`src/design/alid_pkg.sv`:
```
// shared constants, codes and types for the array list insert/delete block
// no dependencies
package alid_pkg;

    localparam int DEPTH_DEF       = 32;
    localparam int VALUE_WIDTH_DEF = 32;

    localparam int OP_W     = 2;
    localparam int POS_W    = 6;
    localparam int VAL_W    = 32;
    localparam int STAT_W   = 3;
    localparam int IDX_OUT_W = 5;
    localparam int CNT_OUT_W = 6;

    localparam logic [OP_W-1:0] OP_INSERT = 2'd0;
    localparam logic [OP_W-1:0] OP_DELETE = 2'd1;
    localparam logic [OP_W-1:0] OP_LIST   = 2'd2;
    localparam logic [OP_W-1:0] OP_NONE   = 2'd3;

    localparam logic [STAT_W-1:0] ST_OK       = 3'd0;
    localparam logic [STAT_W-1:0] ST_FULL     = 3'd1;
    localparam logic [STAT_W-1:0] ST_BADPOS   = 3'd2;
    localparam logic [STAT_W-1:0] ST_NOTFOUND = 3'd3;
    localparam logic [STAT_W-1:0] ST_EMPTY    = 3'd4;

    typedef struct packed {
        logic [OP_W-1:0]  op;
        logic [POS_W-1:0] pos;
    } cmd_ctrl_t;

endpackage

```
`src/design/alid_front.sv`:
```
// front end: accepts input transactions, drops unused op codes, converts the value
// to the stored word width and pushes commands to the queue; uses alid_pkg
module alid_front
    import alid_pkg::*;
#(
    parameter int VALUE_WIDTH = VALUE_WIDTH_DEF
)
(
    input  logic                    in_valid,
    output logic                    in_stall,
    input  logic [OP_W-1:0]         op,
    input  logic [POS_W-1:0]        position,
    input  logic signed [VAL_W-1:0] value,
    input  logic                    q_full,
    output logic                    q_push,
    output cmd_ctrl_t               q_ctrl,
    output logic [VALUE_WIDTH-1:0]  q_word
);

    assign in_stall   = q_full;
    assign q_push     = in_valid && !q_full && (op != OP_NONE);
    assign q_ctrl.op  = op;
    assign q_ctrl.pos = position;
    assign q_word     = VALUE_WIDTH'(value);

endmodule

```
`src/design/alid_queue.sv`:
```
// two-entry command queue between front and back ends
// uses alid_pkg for the command type
module alid_queue
    import alid_pkg::*;
#(
    parameter int VALUE_WIDTH = VALUE_WIDTH_DEF
)
(
    input  logic                   clk,
    input  logic                   rst_n,
    input  logic                   push,
    input  cmd_ctrl_t              push_ctrl,
    input  logic [VALUE_WIDTH-1:0] push_word,
    output logic                   full,
    output logic                   head_valid,
    output cmd_ctrl_t              head_ctrl,
    output logic [VALUE_WIDTH-1:0] head_word,
    input  logic                   pop
);

    localparam int QD    = 2;
    localparam int PTR_W = $clog2(QD);
    localparam int FILL_W = $clog2(QD + 1);

    cmd_ctrl_t              ctrl_mem_reg [QD];
    logic [VALUE_WIDTH-1:0] word_mem_reg [QD];
    logic [PTR_W-1:0]       wr_ptr_reg, wr_ptr_next;
    logic [PTR_W-1:0]       rd_ptr_reg, rd_ptr_next;
    logic [FILL_W-1:0]      fill_reg, fill_next;
    logic                   do_push, do_pop;

    assign full       = (fill_reg == FILL_W'(QD));
    assign head_valid = (fill_reg != '0);
    assign head_ctrl  = ctrl_mem_reg[rd_ptr_reg];
    assign head_word  = word_mem_reg[rd_ptr_reg];
    assign do_push    = push && !full;
    assign do_pop     = pop && head_valid;

    always_comb
    begin
        wr_ptr_next = wr_ptr_reg;
        rd_ptr_next = rd_ptr_reg;
        fill_next   = fill_reg;
        if (do_push)
        begin
            wr_ptr_next = (wr_ptr_reg == PTR_W'(QD - 1)) ? '0 : wr_ptr_reg + 1'b1;
        end
        if (do_pop)
        begin
            rd_ptr_next = (rd_ptr_reg == PTR_W'(QD - 1)) ? '0 : rd_ptr_reg + 1'b1;
        end
        if (do_push && !do_pop)
        begin
            fill_next = fill_reg + 1'b1;
        end
        else if (do_pop && !do_push)
        begin
            fill_next = fill_reg - 1'b1;
        end
    end

    always_ff @(posedge clk or negedge rst_n)
    begin
        if (!rst_n)
        begin
            wr_ptr_reg <= '0;
            rd_ptr_reg <= '0;
            fill_reg   <= '0;
        end
        else
        begin
            wr_ptr_reg <= wr_ptr_next;
            rd_ptr_reg <= rd_ptr_next;
            fill_reg   <= fill_next;
        end
    end

    always_ff @(posedge clk)
    begin
        if (do_push)
        begin
            ctrl_mem_reg[wr_ptr_reg] <= push_ctrl;
            word_mem_reg[wr_ptr_reg] <= push_word;
        end
    end

endmodule

```
`src/design/alid_back.sv`:
```
// back end: entry store, count, delete scan, list streaming and result register
// uses alid_pkg for codes and the command type
module alid_back
    import alid_pkg::*;
#(
    parameter int DEPTH       = DEPTH_DEF,
    parameter int VALUE_WIDTH = VALUE_WIDTH_DEF
)
(
    input  logic                        clk,
    input  logic                        rst_n,
    input  logic                        q_valid,
    input  cmd_ctrl_t                   q_ctrl,
    input  logic [VALUE_WIDTH-1:0]      q_word,
    output logic                        q_pop,
    output logic                        out_valid,
    input  logic                        out_stall,
    output logic [STAT_W-1:0]           status,
    output logic signed [VAL_W-1:0]     entry_value,
    output logic [IDX_OUT_W-1:0]        entry_index,
    output logic [CNT_OUT_W-1:0]        entry_count,
    output logic                        last
);

    localparam int IDX_W = (DEPTH > 1) ? $clog2(DEPTH) : 1;
    localparam int CNT_W = $clog2(DEPTH + 1);
    localparam int CMP_W = (CNT_W > POS_W) ? CNT_W : POS_W;

    localparam logic [1:0] S_IDLE = 2'd0;
    localparam logic [1:0] S_SCAN = 2'd1;
    localparam logic [1:0] S_LIST = 2'd2;

    logic [1:0]             state_reg, state_next;
    logic [CNT_W-1:0]       count_reg, count_next;
    logic [CNT_W-1:0]       idx_reg, idx_next;
    logic [VALUE_WIDTH-1:0] word_reg, word_next;
    logic [VALUE_WIDTH-1:0] entries_reg [DEPTH];
    logic [VALUE_WIDTH-1:0] entries_next [DEPTH];

    logic                   valid_reg;
    logic [STAT_W-1:0]      status_reg;
    logic signed [VAL_W-1:0] value_reg;
    logic [IDX_OUT_W-1:0]   index_reg;
    logic [CNT_OUT_W-1:0]   cnt_out_reg;
    logic                   last_reg;

    logic                   out_free;
    logic                   emit;
    logic [STAT_W-1:0]      e_status;
    logic signed [VAL_W-1:0] e_value;
    logic [CNT_W-1:0]       e_index;
    logic                   e_last;
    logic [VALUE_WIDTH-1:0] rd_word;
    logic [CMP_W-1:0]       pos_ext, cnt_ext, idx_ext;

    assign out_free = !valid_reg || !out_stall;
    assign rd_word  = entries_reg[idx_reg[IDX_W-1:0]];
    assign pos_ext  = CMP_W'(q_ctrl.pos);
    assign cnt_ext  = CMP_W'(count_reg);
    assign idx_ext  = CMP_W'(idx_reg);

    always_comb
    begin
        state_next   = state_reg;
        count_next   = count_reg;
        idx_next     = idx_reg;
        word_next    = word_reg;
        entries_next = entries_reg;
        q_pop        = 1'b0;
        emit         = 1'b0;
        e_status     = ST_OK;
        e_value      = '0;
        e_index      = '0;
        e_last       = 1'b1;
        case (state_reg)
            S_IDLE:
            begin
                if (q_valid)
                begin
                    case (q_ctrl.op)
                        OP_INSERT:
                        begin
                            if (out_free)
                            begin
                                q_pop = 1'b1;
                                emit  = 1'b1;
                                if (count_reg == CNT_W'(DEPTH))
                                begin
                                    e_status = ST_FULL;
                                end
                                else if (pos_ext > cnt_ext)
                                begin
                                    e_status = ST_BADPOS;
                                end
                                else
                                begin
                                    e_index    = CNT_W'(pos_ext);
                                    count_next = count_reg + 1'b1;
                                    for (int j = 0; j < DEPTH; j++)
                                    begin
                                        if (CMP_W'(j) == pos_ext)
                                        begin
                                            entries_next[j] = q_word;
                                        end
                                        else if (j > 0 && CMP_W'(j) > pos_ext
                                                 && CMP_W'(j) <= cnt_ext)
                                        begin
                                            entries_next[j] = entries_reg[(j > 0) ? j - 1 : 0];
                                        end
                                    end
                                end
                            end
                        end
                        OP_DELETE:
                        begin
                            q_pop      = 1'b1;
                            word_next  = q_word;
                            idx_next   = '0;
                            state_next = S_SCAN;
                        end
                        OP_LIST:
                        begin
                            q_pop      = 1'b1;
                            idx_next   = '0;
                            state_next = S_LIST;
                        end
                        default:
                        begin
                            q_pop = 1'b1;
                        end
                    endcase
                end
            end
            S_SCAN:
            begin
                if (idx_reg == count_reg)
                begin
                    if (out_free)
                    begin
                        emit       = 1'b1;
                        e_status   = ST_NOTFOUND;
                        state_next = S_IDLE;
                    end
                end
                else if (rd_word == word_reg)
                begin
                    if (out_free)
                    begin
                        emit       = 1'b1;
                        e_index    = idx_reg;
                        count_next = count_reg - 1'b1;
                        state_next = S_IDLE;
                        for (int j = 0; j < DEPTH - 1; j++)
                        begin
                            if (CMP_W'(j) >= idx_ext && CMP_W'(j + 1) < cnt_ext)
                            begin
                                entries_next[j] = entries_reg[j + 1];
                            end
                        end
                    end
                end
                else
                begin
                    idx_next = idx_reg + 1'b1;
                end
            end
            S_LIST:
            begin
                if (out_free)
                begin
                    emit = 1'b1;
                    if (count_reg == '0)
                    begin
                        e_status   = ST_EMPTY;
                        state_next = S_IDLE;
                    end
                    else
                    begin
                        e_value  = VAL_W'($signed(rd_word));
                        e_index  = idx_reg;
                        e_last   = (idx_reg + 1'b1 == count_reg);
                        idx_next = idx_reg + 1'b1;
                        if (e_last)
                        begin
                            state_next = S_IDLE;
                        end
                    end
                end
            end
            default:
            begin
                state_next = S_IDLE;
            end
        endcase
    end

    always_ff @(posedge clk or negedge rst_n)
    begin
        if (!rst_n)
        begin
            state_reg <= S_IDLE;
            count_reg <= '0;
            idx_reg   <= '0;
            valid_reg <= 1'b0;
        end
        else
        begin
            state_reg <= state_next;
            count_reg <= count_next;
            idx_reg   <= idx_next;
            if (emit)
            begin
                valid_reg <= 1'b1;
            end
            else if (!out_stall)
            begin
                valid_reg <= 1'b0;
            end
        end
    end

    always_ff @(posedge clk)
    begin
        word_reg    <= word_next;
        entries_reg <= entries_next;
        if (emit)
        begin
            status_reg  <= e_status;
            value_reg   <= e_value;
            index_reg   <= IDX_OUT_W'(e_index);
            cnt_out_reg <= CNT_OUT_W'(count_next);
            last_reg    <= e_last;
        end
    end

    assign out_valid   = valid_reg;
    assign status      = status_reg;
    assign entry_value = value_reg;
    assign entry_index = index_reg;
    assign entry_count = cnt_out_reg;
    assign last        = last_reg;

endmodule

```
`src/design/array_list_insert_delete.sv`:
```
// ordered list with insert at position, delete first match and list all
// an insert result passes through the command queue and the result register; a delete
// scans from index 0 up to the match or the count; list and insert results come one per
// cycle while out_stall is low; a delete or list holds the back end until it is done
// reset clears the count, the queue and the result valid flag; entry store and result data stay
module array_list_insert_delete
    import alid_pkg::*;
#(
    parameter int DEPTH       = DEPTH_DEF,
    parameter int VALUE_WIDTH = VALUE_WIDTH_DEF
)
(
    input  logic                    clk,
    input  logic                    rst_n,
    input  logic                    in_valid,
    output logic                    in_stall,
    input  logic [OP_W-1:0]         op,
    input  logic [POS_W-1:0]        position,
    input  logic signed [VAL_W-1:0] value,
    output logic                    out_valid,
    input  logic                    out_stall,
    output logic [STAT_W-1:0]       status,
    output logic signed [VAL_W-1:0] entry_value,
    output logic [IDX_OUT_W-1:0]    entry_index,
    output logic [CNT_OUT_W-1:0]    entry_count,
    output logic                    last
);

    logic                   q_full;
    logic                   q_push;
    cmd_ctrl_t              push_ctrl;
    logic [VALUE_WIDTH-1:0] push_word;
    logic                   q_valid;
    cmd_ctrl_t              head_ctrl;
    logic [VALUE_WIDTH-1:0] head_word;
    logic                   q_pop;

    alid_front #(
        .VALUE_WIDTH (VALUE_WIDTH)
    ) u_front (
        .in_valid (in_valid),
        .in_stall (in_stall),
        .op       (op),
        .position (position),
        .value    (value),
        .q_full   (q_full),
        .q_push   (q_push),
        .q_ctrl   (push_ctrl),
        .q_word   (push_word)
    );

    alid_queue #(
        .VALUE_WIDTH (VALUE_WIDTH)
    ) u_queue (
        .clk        (clk),
        .rst_n      (rst_n),
        .push       (q_push),
        .push_ctrl  (push_ctrl),
        .push_word  (push_word),
        .full       (q_full),
        .head_valid (q_valid),
        .head_ctrl  (head_ctrl),
        .head_word  (head_word),
        .pop        (q_pop)
    );

    alid_back #(
        .DEPTH       (DEPTH),
        .VALUE_WIDTH (VALUE_WIDTH)
    ) u_back (
        .clk         (clk),
        .rst_n       (rst_n),
        .q_valid     (q_valid),
        .q_ctrl      (head_ctrl),
        .q_word      (head_word),
        .q_pop       (q_pop),
        .out_valid   (out_valid),
        .out_stall   (out_stall),
        .status      (status),
        .entry_value (entry_value),
        .entry_index (entry_index),
        .entry_count (entry_count),
        .last        (last)
    );

endmodule

```
`config.mk`:
```
export PLATFORM = sky130hd
export DESIGN_NAME = array_list_insert_delete
export DESIGN_NICKNAME = d
export VERILOG_FILES = /design/src/design/alid_pkg.sv /design/src/design/alid_front.sv /design/src/design/alid_queue.sv /design/src/design/alid_back.sv /design/src/design/array_list_insert_delete.sv
export SDC_FILE = /design/constraint.sdc
export NUM_CORES = 2
export LEC_CHECK = 0
export BUFFER_PORTS_ARGS = -buffer_cell sky130_fd_sc_hd__buf_2
export CAP_MARGIN = 20
export CORE_MARGIN = 5
export CORE_UTILIZATION = 40
export CTS_CLUSTER_DIAMETER = 40
export DETAILED_ROUTE_END_ITERATION = 10
export SYNTH_ARGS = -nofsm -noshare
export SYNTH_HDL_FRONTEND = slang
export SYNTH_SLANG_ARGS = --single-unit
```
`constraint.sdc`:
```
create_clock -name clk -period 7.3 [get_ports clk]
set_clock_uncertainty 0.05 [all_clocks]
set_input_delay 1.095 -clock clk [delete_from_list [all_inputs] [get_ports clk]]
set_output_delay 1.095 -clock clk [all_outputs]
set_load 0.01 [all_outputs]
```
**Word level (Yosys, flattened, before mapping)**

Memories as Yosys holds them, arrays and structs flattened.
Index checks and enable logic that the tools add are counted.

- Register bits: 1,122
- Memory bits (writable): 80
- Output and inout port bits: 49
- Logic and storage cells: 593
- Memories kept: 2

Memory list:

| memory | words | width | rd ports | clocked after memory_dff | wr ports | RTL line | RTL |
|---|---|---|---|---|---|---|---|
| u_queue.word_mem_reg | 2 | 32 | 1 | 0 | 1 | alid_queue.sv:26 | `logic [VALUE_WIDTH-1:0] word_mem_reg [QD];` |
| u_queue.ctrl_mem_reg | 2 | 8 | 1 | 0 | 1 | alid_queue.sv:25 | `cmd_ctrl_t ctrl_mem_reg [QD];` |

- $add $sub $neg: 7
- Order comparisons: 126
- Equal/unequal tests: 119
- Muxes and demuxes: 169
- Bitwise gates (word level): 5
- Reduce and logical (&&, ||, !) cells: 120

Operators by type and width:

| kind | count |
|---|---|
| $mux W1024 | 5 |
| $mux W32 | 96 |
| $mux W992 | 3 |
| $pmux W992 S2 | 1 |
| $reduce_and A11 Y1 | 31 |
| $bmux W32 S5 | 1 |
| $eq A5 B6 Y1 const A | 16 |
| $gt A5 B6 Y1 const A | 16 |
| $le A5 B6 Y1 const A | 16 |
| $lt A5 B6 Y1 const A | 16 |
| $ne A3 B1 Y1 const B | 32 |
| $ge A5 B6 Y1 const A | 15 |
| $mux W6 | 14 |
| $ne A2 B1 Y1 const B | 37 |
| $logic_and A1 B1 Y1 | 68 |
| $mux W5 | 10 |
| $eq A4 B6 Y1 const A | 8 |
| $ge A4 B6 Y1 const A | 8 |
| $gt A4 B6 Y1 const A | 8 |
| $le A4 B6 Y1 const A | 8 |
| $lt A4 B6 Y1 const A | 8 |
| $eq A32 B32 Y1 | 1 |
| $eq A3 B6 Y1 const A | 4 |
| $ge A3 B6 Y1 const A | 4 |
| other kinds (49) | 120 |

**Logic depth before layout (Yosys ltp)**

An unclocked memory read counts as a cell.

- Depth after elaboration: 11
- Gate-level depth with buffers: 17

**Modules after synthesis**

Synthesis repeated with hierarchy kept, for this count alone.

- Cells, all modules: 6,114
- Area total of the unflattened synthesis: 69,524.2 µm²

By module, submodules not included:

| module | instances | cells an instance | area each (µm²) |
|---|---|---|---|
| alid_back | 1 | 5,927 | 65,909.5 |
| alid_queue | 1 | 144 | 3,290.7 |
| alid_front | 1 | 43 | 324.1 |

**Worst setup path after synthesis**

Ideal clock, no wire load.

- Kind: register to register
- Start point: reg u_queue.rd_ptr_reg
- End point: reg u_back.entries_reg[0] (netlist name) (enable)
- Data arrival time: 4.874 ns
- Required time: 6.818 ns
- Setup slack: 1.944 ns
- Stages on the path, launching flop included: 14
- Path buffers: 2
- Period minus slack after synthesis: 5.356 ns
- Cells stage by stage: dfrtp_1 -> clkbuf_1 -> mux2i_1 -> clkinv_1 -> ha_1 -> nor2b_1 -> o21a_1 -> o21a_1 -> o21a_1 -> o21ai_0 -> a32oi_1 -> or4_1 -> clkbuf_1 -> a21oi_1

- Cells in the longest elaborated chain, start to end: 5

Ends and longest elaborated chain:

| item | RTL line | RTL |
|---|---|---|
| from (decl) | alid_queue.sv:28 | `logic [PTR_W-1:0] rd_ptr_reg, rd_ptr_next;` |
| from (signal assigned) | alid_queue.sv:73 | `rd_ptr_reg <= rd_ptr_next;` |
| $mem_v2 Z2 W8 * | -- |  |
| $gt A5 B6 Y1 | alid_back.sv:105 | `else if (j > 0 && CMP_W'(j) > pos_ext` |
| $logic_and A1 B1 Y1 | alid_back.sv:106 | `&& CMP_W'(j) <= cnt_ext)` |
| $reduce_bool A2 Y1 (no source line) | -- |  |
| $reduce_and A7 Y1 (no source line) * | -- |  |
| to (signal assigned) | alid_back.sv:225 | `entries_reg <= entries_next;` |
| to (decl) | alid_back.sv:37 | `logic [VALUE_WIDTH-1:0] entries_reg [DEPTH];` |

Mark *: on every way between the ends. The rest lies on a longest branch, timed or not.
A chain may end at the register's enable or synchronous reset.

**Worst setup path in the final report**

- Start point: reg u_back.idx_reg[0], in the netlist u_back.idx_ext[0]
- End point: reg u_back.entries_reg[981] (netlist name) (enable)

- Cells in the longest elaborated chain, start to end: 7

Ends and longest elaborated chain:

| item | RTL line | RTL |
|---|---|---|
| from (decl) | alid_back.sv:35 | `logic [CNT_W-1:0] idx_reg, idx_next;` |
| from (signal assigned) | alid_back.sv:210 | `idx_reg <= idx_next;` |
| $not A5 Y6 (implied by the code) | alid_back.sv:57 | `assign rd_word = entries_reg[idx_reg[IDX_W-1:0]];` |
| $bmux W32 S5 | alid_back.sv:57 |  |
| $mux W32 (implied by the code) (2 in a row) | alid_back.sv:57 |  |
| $eq A32 B32 Y1 | alid_back.sv:145 | `else if (rd_word == word_reg)` |
| $ne A2 B1 Y1 (no source line) | -- |  |
| $reduce_and A11 Y1 (no source line) * | -- |  |

Mark *: on every way between the ends. The rest lies on a longest branch, timed or not. The select of a mux whose other input is x is not followed.

==> summary.md <==
| Metric | Value |
|---|---|
| # IOs | `93` |
| Initial core utilization | `approximately 40%` |
| Worst slack at placement | `roughly 1100 ps` |
| Mux contribution to synthesized area | `9.34%` |
| Post-route clock period utilization | `between 80% and 90%` |
| Final Hold Fails | `0` |
| CP required | `7750 ps` |
| Synth Area per Inst | `roughly 9.4 um^2` |
| CTS clk-pin slew, worst paths | `60 ps` |
| LEAKAGE | `25.7 nW` |
| Filler instances | `15.5k` |
| DR vias/cell | `a little over 6` |
| Hold_buf cts | `0` |
| Net Count, Synth | `7,313` |
| Num CTS Buffers | `198` |
| Slew Limit Headroom | `25.2%` |
| Final Critical Period | `6420 ps` |
| Post-DP HPWL | `172,000 um` |
| Max-cap violations | `0` |
| Grt ovf | `0` |
| Max reg flops | `between 1k and 1.5k` |
| Via count | `58.4k` |
| Crit path kind | `register to register` |
| Clock tree sinks | `1,202` |
| Root buf cell | `clkbuf_16` |
| Reg2Reg Setup Slack | `880 ps` |
| Maximum number of pins on one net before global-route repair | `211` |
| Adder-cell share of the synthesized area | `0.403%` |
| Simple-gate share of the synthesized area | `14.1%` |
| Fin Setup TNS | `0 ps` |
| Slew @ Worst Pin | `1120 ps` |
| DRC | `0` |
| First-pass GRT wire length | `roughly 380,000 um` |
| Largest delay contributor family on the critical path | `simple AND/OR/NAND/NOR gates` |
| Vias in the first global route | `between 50k and 60k` |
| Yosys top cell area share | `52.0%` |
| Register area share after synthesis | `between 50% and 60%` |
| Main synth FF type | `edfxtp_1` |
| Pwr dens | `466 mW/mm^2` |
| Worst setup slack after layout | `877 ps` |
| CP Cell Sequence | `buf_12 -> buf_12 -> mux4_2 -> o22ai_1 -> nor4_1 -> xor2_1 -> or3b_2 -> nor4_1 -> o2111a_1 -> nand4_4 -> a22oi_4 -> o311a_2 -> buf_12` |
| Crit-path most repeated cell | `buf_12` |
| Clock Tree Buf Depth | `3` |
| Cells after Synth | `just over 7k` |
| Achievable Freq | `0.156 GHz` |
| Seq. cell area | `0.0360 mm^2` |
| DRT iter0 DRCs | `7,508` |
| PortBufs | `92` |
| Ys async rst share | `1.58%` |
| RSZ-0062 raised after global routing | `no` |
| Yosys warns | `0` |
| Die area | `0.179 mm^2` |
| EDFF count, synth | `1,183` |
| Area taken by multi-input logic gates | `around 0.03 mm^2` |
| Min-delay worst type | `input port to async pin` |
| Chip width | `423 um` |
| Post-DRT Antenna Nets | `0` |
| Initial antenna violation count | `12` |
| Post-Synth XOR/XNOR Area | `less than 1%` |
| CP arrival | `slightly below 7000 ps` |
| P&R area growth vs syn | `14.9%` |
| Area contributors post-synth | `edfxtp_1, o21ai_0, nand2_1, mux4_2, mux2i_1` |
| Combinational family with the most area after synthesis | `compound AO/OA/AOI/OAI gates` |
| GRT Overall Usage | `27.8%` |
| Share of cells above drive strength 1 | `12.8%` |
| CP max FO | `26` |
| Gpl congestion | `0.972` |
| Top cells by instance count after synthesis | `nand2_1, o21ai_0, edfxtp_1` |
| Critical path capture point type | `register` |
| Synth cell types | `75` |
| R2R cell count | `13` |
| Post_cts resized | `0` |
| Fin nets | `7,122` |
| Clock Latency Late Sink | `850 ps` |
| Crit path buf inv count | `3` |
| CP Launch Type | `register` |
| Status | `finished, final reports clean` |
| Worst IR Drop VDD | `between 0.4 and 0.5 mV` |
| Slowest cell delay on critical path | `940 ps` |
| Flops & latches, synth | `1,202` |
| CTS tree | `done` |
| Fin. max-slew vios | `0` |
| Core area | `between 0.15 and 0.2 mm^2` |
| Num rows | `roughly 150` |
| Compound-Gate Fraction of Synth Area | `18.4%` |
| DRT Pass-1 Iters | `8` |
| H-tree levels | `4` |
| Yosys top cell by area | `edfxtp_1` |
| RR Startpoint | `u_back.idx_ext[0]$_DFFE_PN0P_` |
| DR WL/cell | `27.4 um` |
| Worst reg2reg endpoint | `u_back.entries_reg[981]$_DFFE_PP_` |
| Final setup viols | `0` |
| Crit-path slowest cell | `dfrtp_4` |
| Total wire length | `~260,000 um` |
| Die height | `423 um` |
| Count leader, synth | `nand2_1` |
| Mapped Area | `0.0683 mm^2` |
| Post-CTS Setup Repair Bufs | `0` |
-- worst max-delay path by stage --
| stage | start | endpoint | cells past startpoint |
|---|---|---|---|
| after floorplan | u_queue.rd_ptr_reg$_DFFE_PN0P_ | u_back.entries_reg[0]$_DFFE_PP_ | 13 |
| after global placement | u_back.idx_ext[0]$_DFFE_PN0P_ | u_back.entries_reg[953]$_DFFE_PP_ | 13 |
| after detailed placement | u_back.idx_ext[0]$_DFFE_PN0P_ | u_back.entries_reg[948]$_DFFE_PP_ | 13 |
| after CTS | u_back.idx_ext[0]$_DFFE_PN0P_ | u_back.entries_reg[953]$_DFFE_PP_ | 13 |
| after global routing | u_back.idx_ext[0]$_DFFE_PN0P_ | u_back.entries_reg[981]$_DFFE_PP_ | 13 |
| final | u_back.idx_ext[0]$_DFFE_PN0P_ | u_back.entries_reg[981]$_DFFE_PP_ | 13 |
-- layout make-up --
type	instances	share of cell area, %
antenna	5	0.0160
tap	2218	3.54
sequential	1202	45.9
multi-input combinational	5297	38.3
inverter	63	0.302
clock buffer	214	6.45
timing repair buffer	294	3.22
clock inverter	159	2.29
-- through the flow --
stage / utilization (%) / hold WS (ps) / instance area, um^2 / total power [W] / cells
after detailed placement: 42.2 / 455 / 71500 / 0.0266 / 9074
after CTS: 46.3 / 135 / 78400 / 0.0363 / 9447
after global placement: 42.2 / 461 / 71500 / 0.0264 / 9074
after floorplan: - / 410 / 68300 / 0.0206 / 7247
after global routing: 46.3 / 167 / 78400 / 0.0379 / 9447
final: 46.3 / 174 / 78400 / 0.0365 / 9452
-- logic make-up after synthesis --
family / count (synthesis)
xor+xnor: 49
simple gates: 2439
mux: 433
fa+ha+maj: 22
compound gates: 2354
buf+inv: 748
flops: 1202
-- power breakdown --
group	leakage, nW	internal [W]	switching [W]	total [W]
clock network	3.28	0.00600	0.00370	0.00969
registers	11.2	0.0111	0.00211	0.0132
logic	11.2	0.00439	0.00920	0.0136
-- per-layer routing --
layer,wire length [um],global-route usage (%)
met3,23100,5.00
met5,73,0
met1,99300,35.8
met2,120000,44.1
met4,16900,16.0
-- placed cells by master (no fill, tap or decap), drive strengths merged, types with 12 or more instances in the layout --
cell type / instances
o311a: 13
xnor2: 23
mux2: 12
xor2: 26
clkinvlp: 23
nor3: 24
and3: 23
edfxtp: 1183
a221oi: 15
ha: 22
nand2: 1980
a22oi: 70
and2: 24
clkbuf: 214
nand4: 13
a21oi: 178
o21ai: 1920
a211oi: 17
mux2i: 259
buf: 294
nand3: 53
dfrtp: 19
o22ai: 22
nor2: 258
inv: 92
mux4: 162
bufinv: 26
a31oi: 13
clkinv: 81
o31ai: 14
Power figures use the tool's default switching activity.
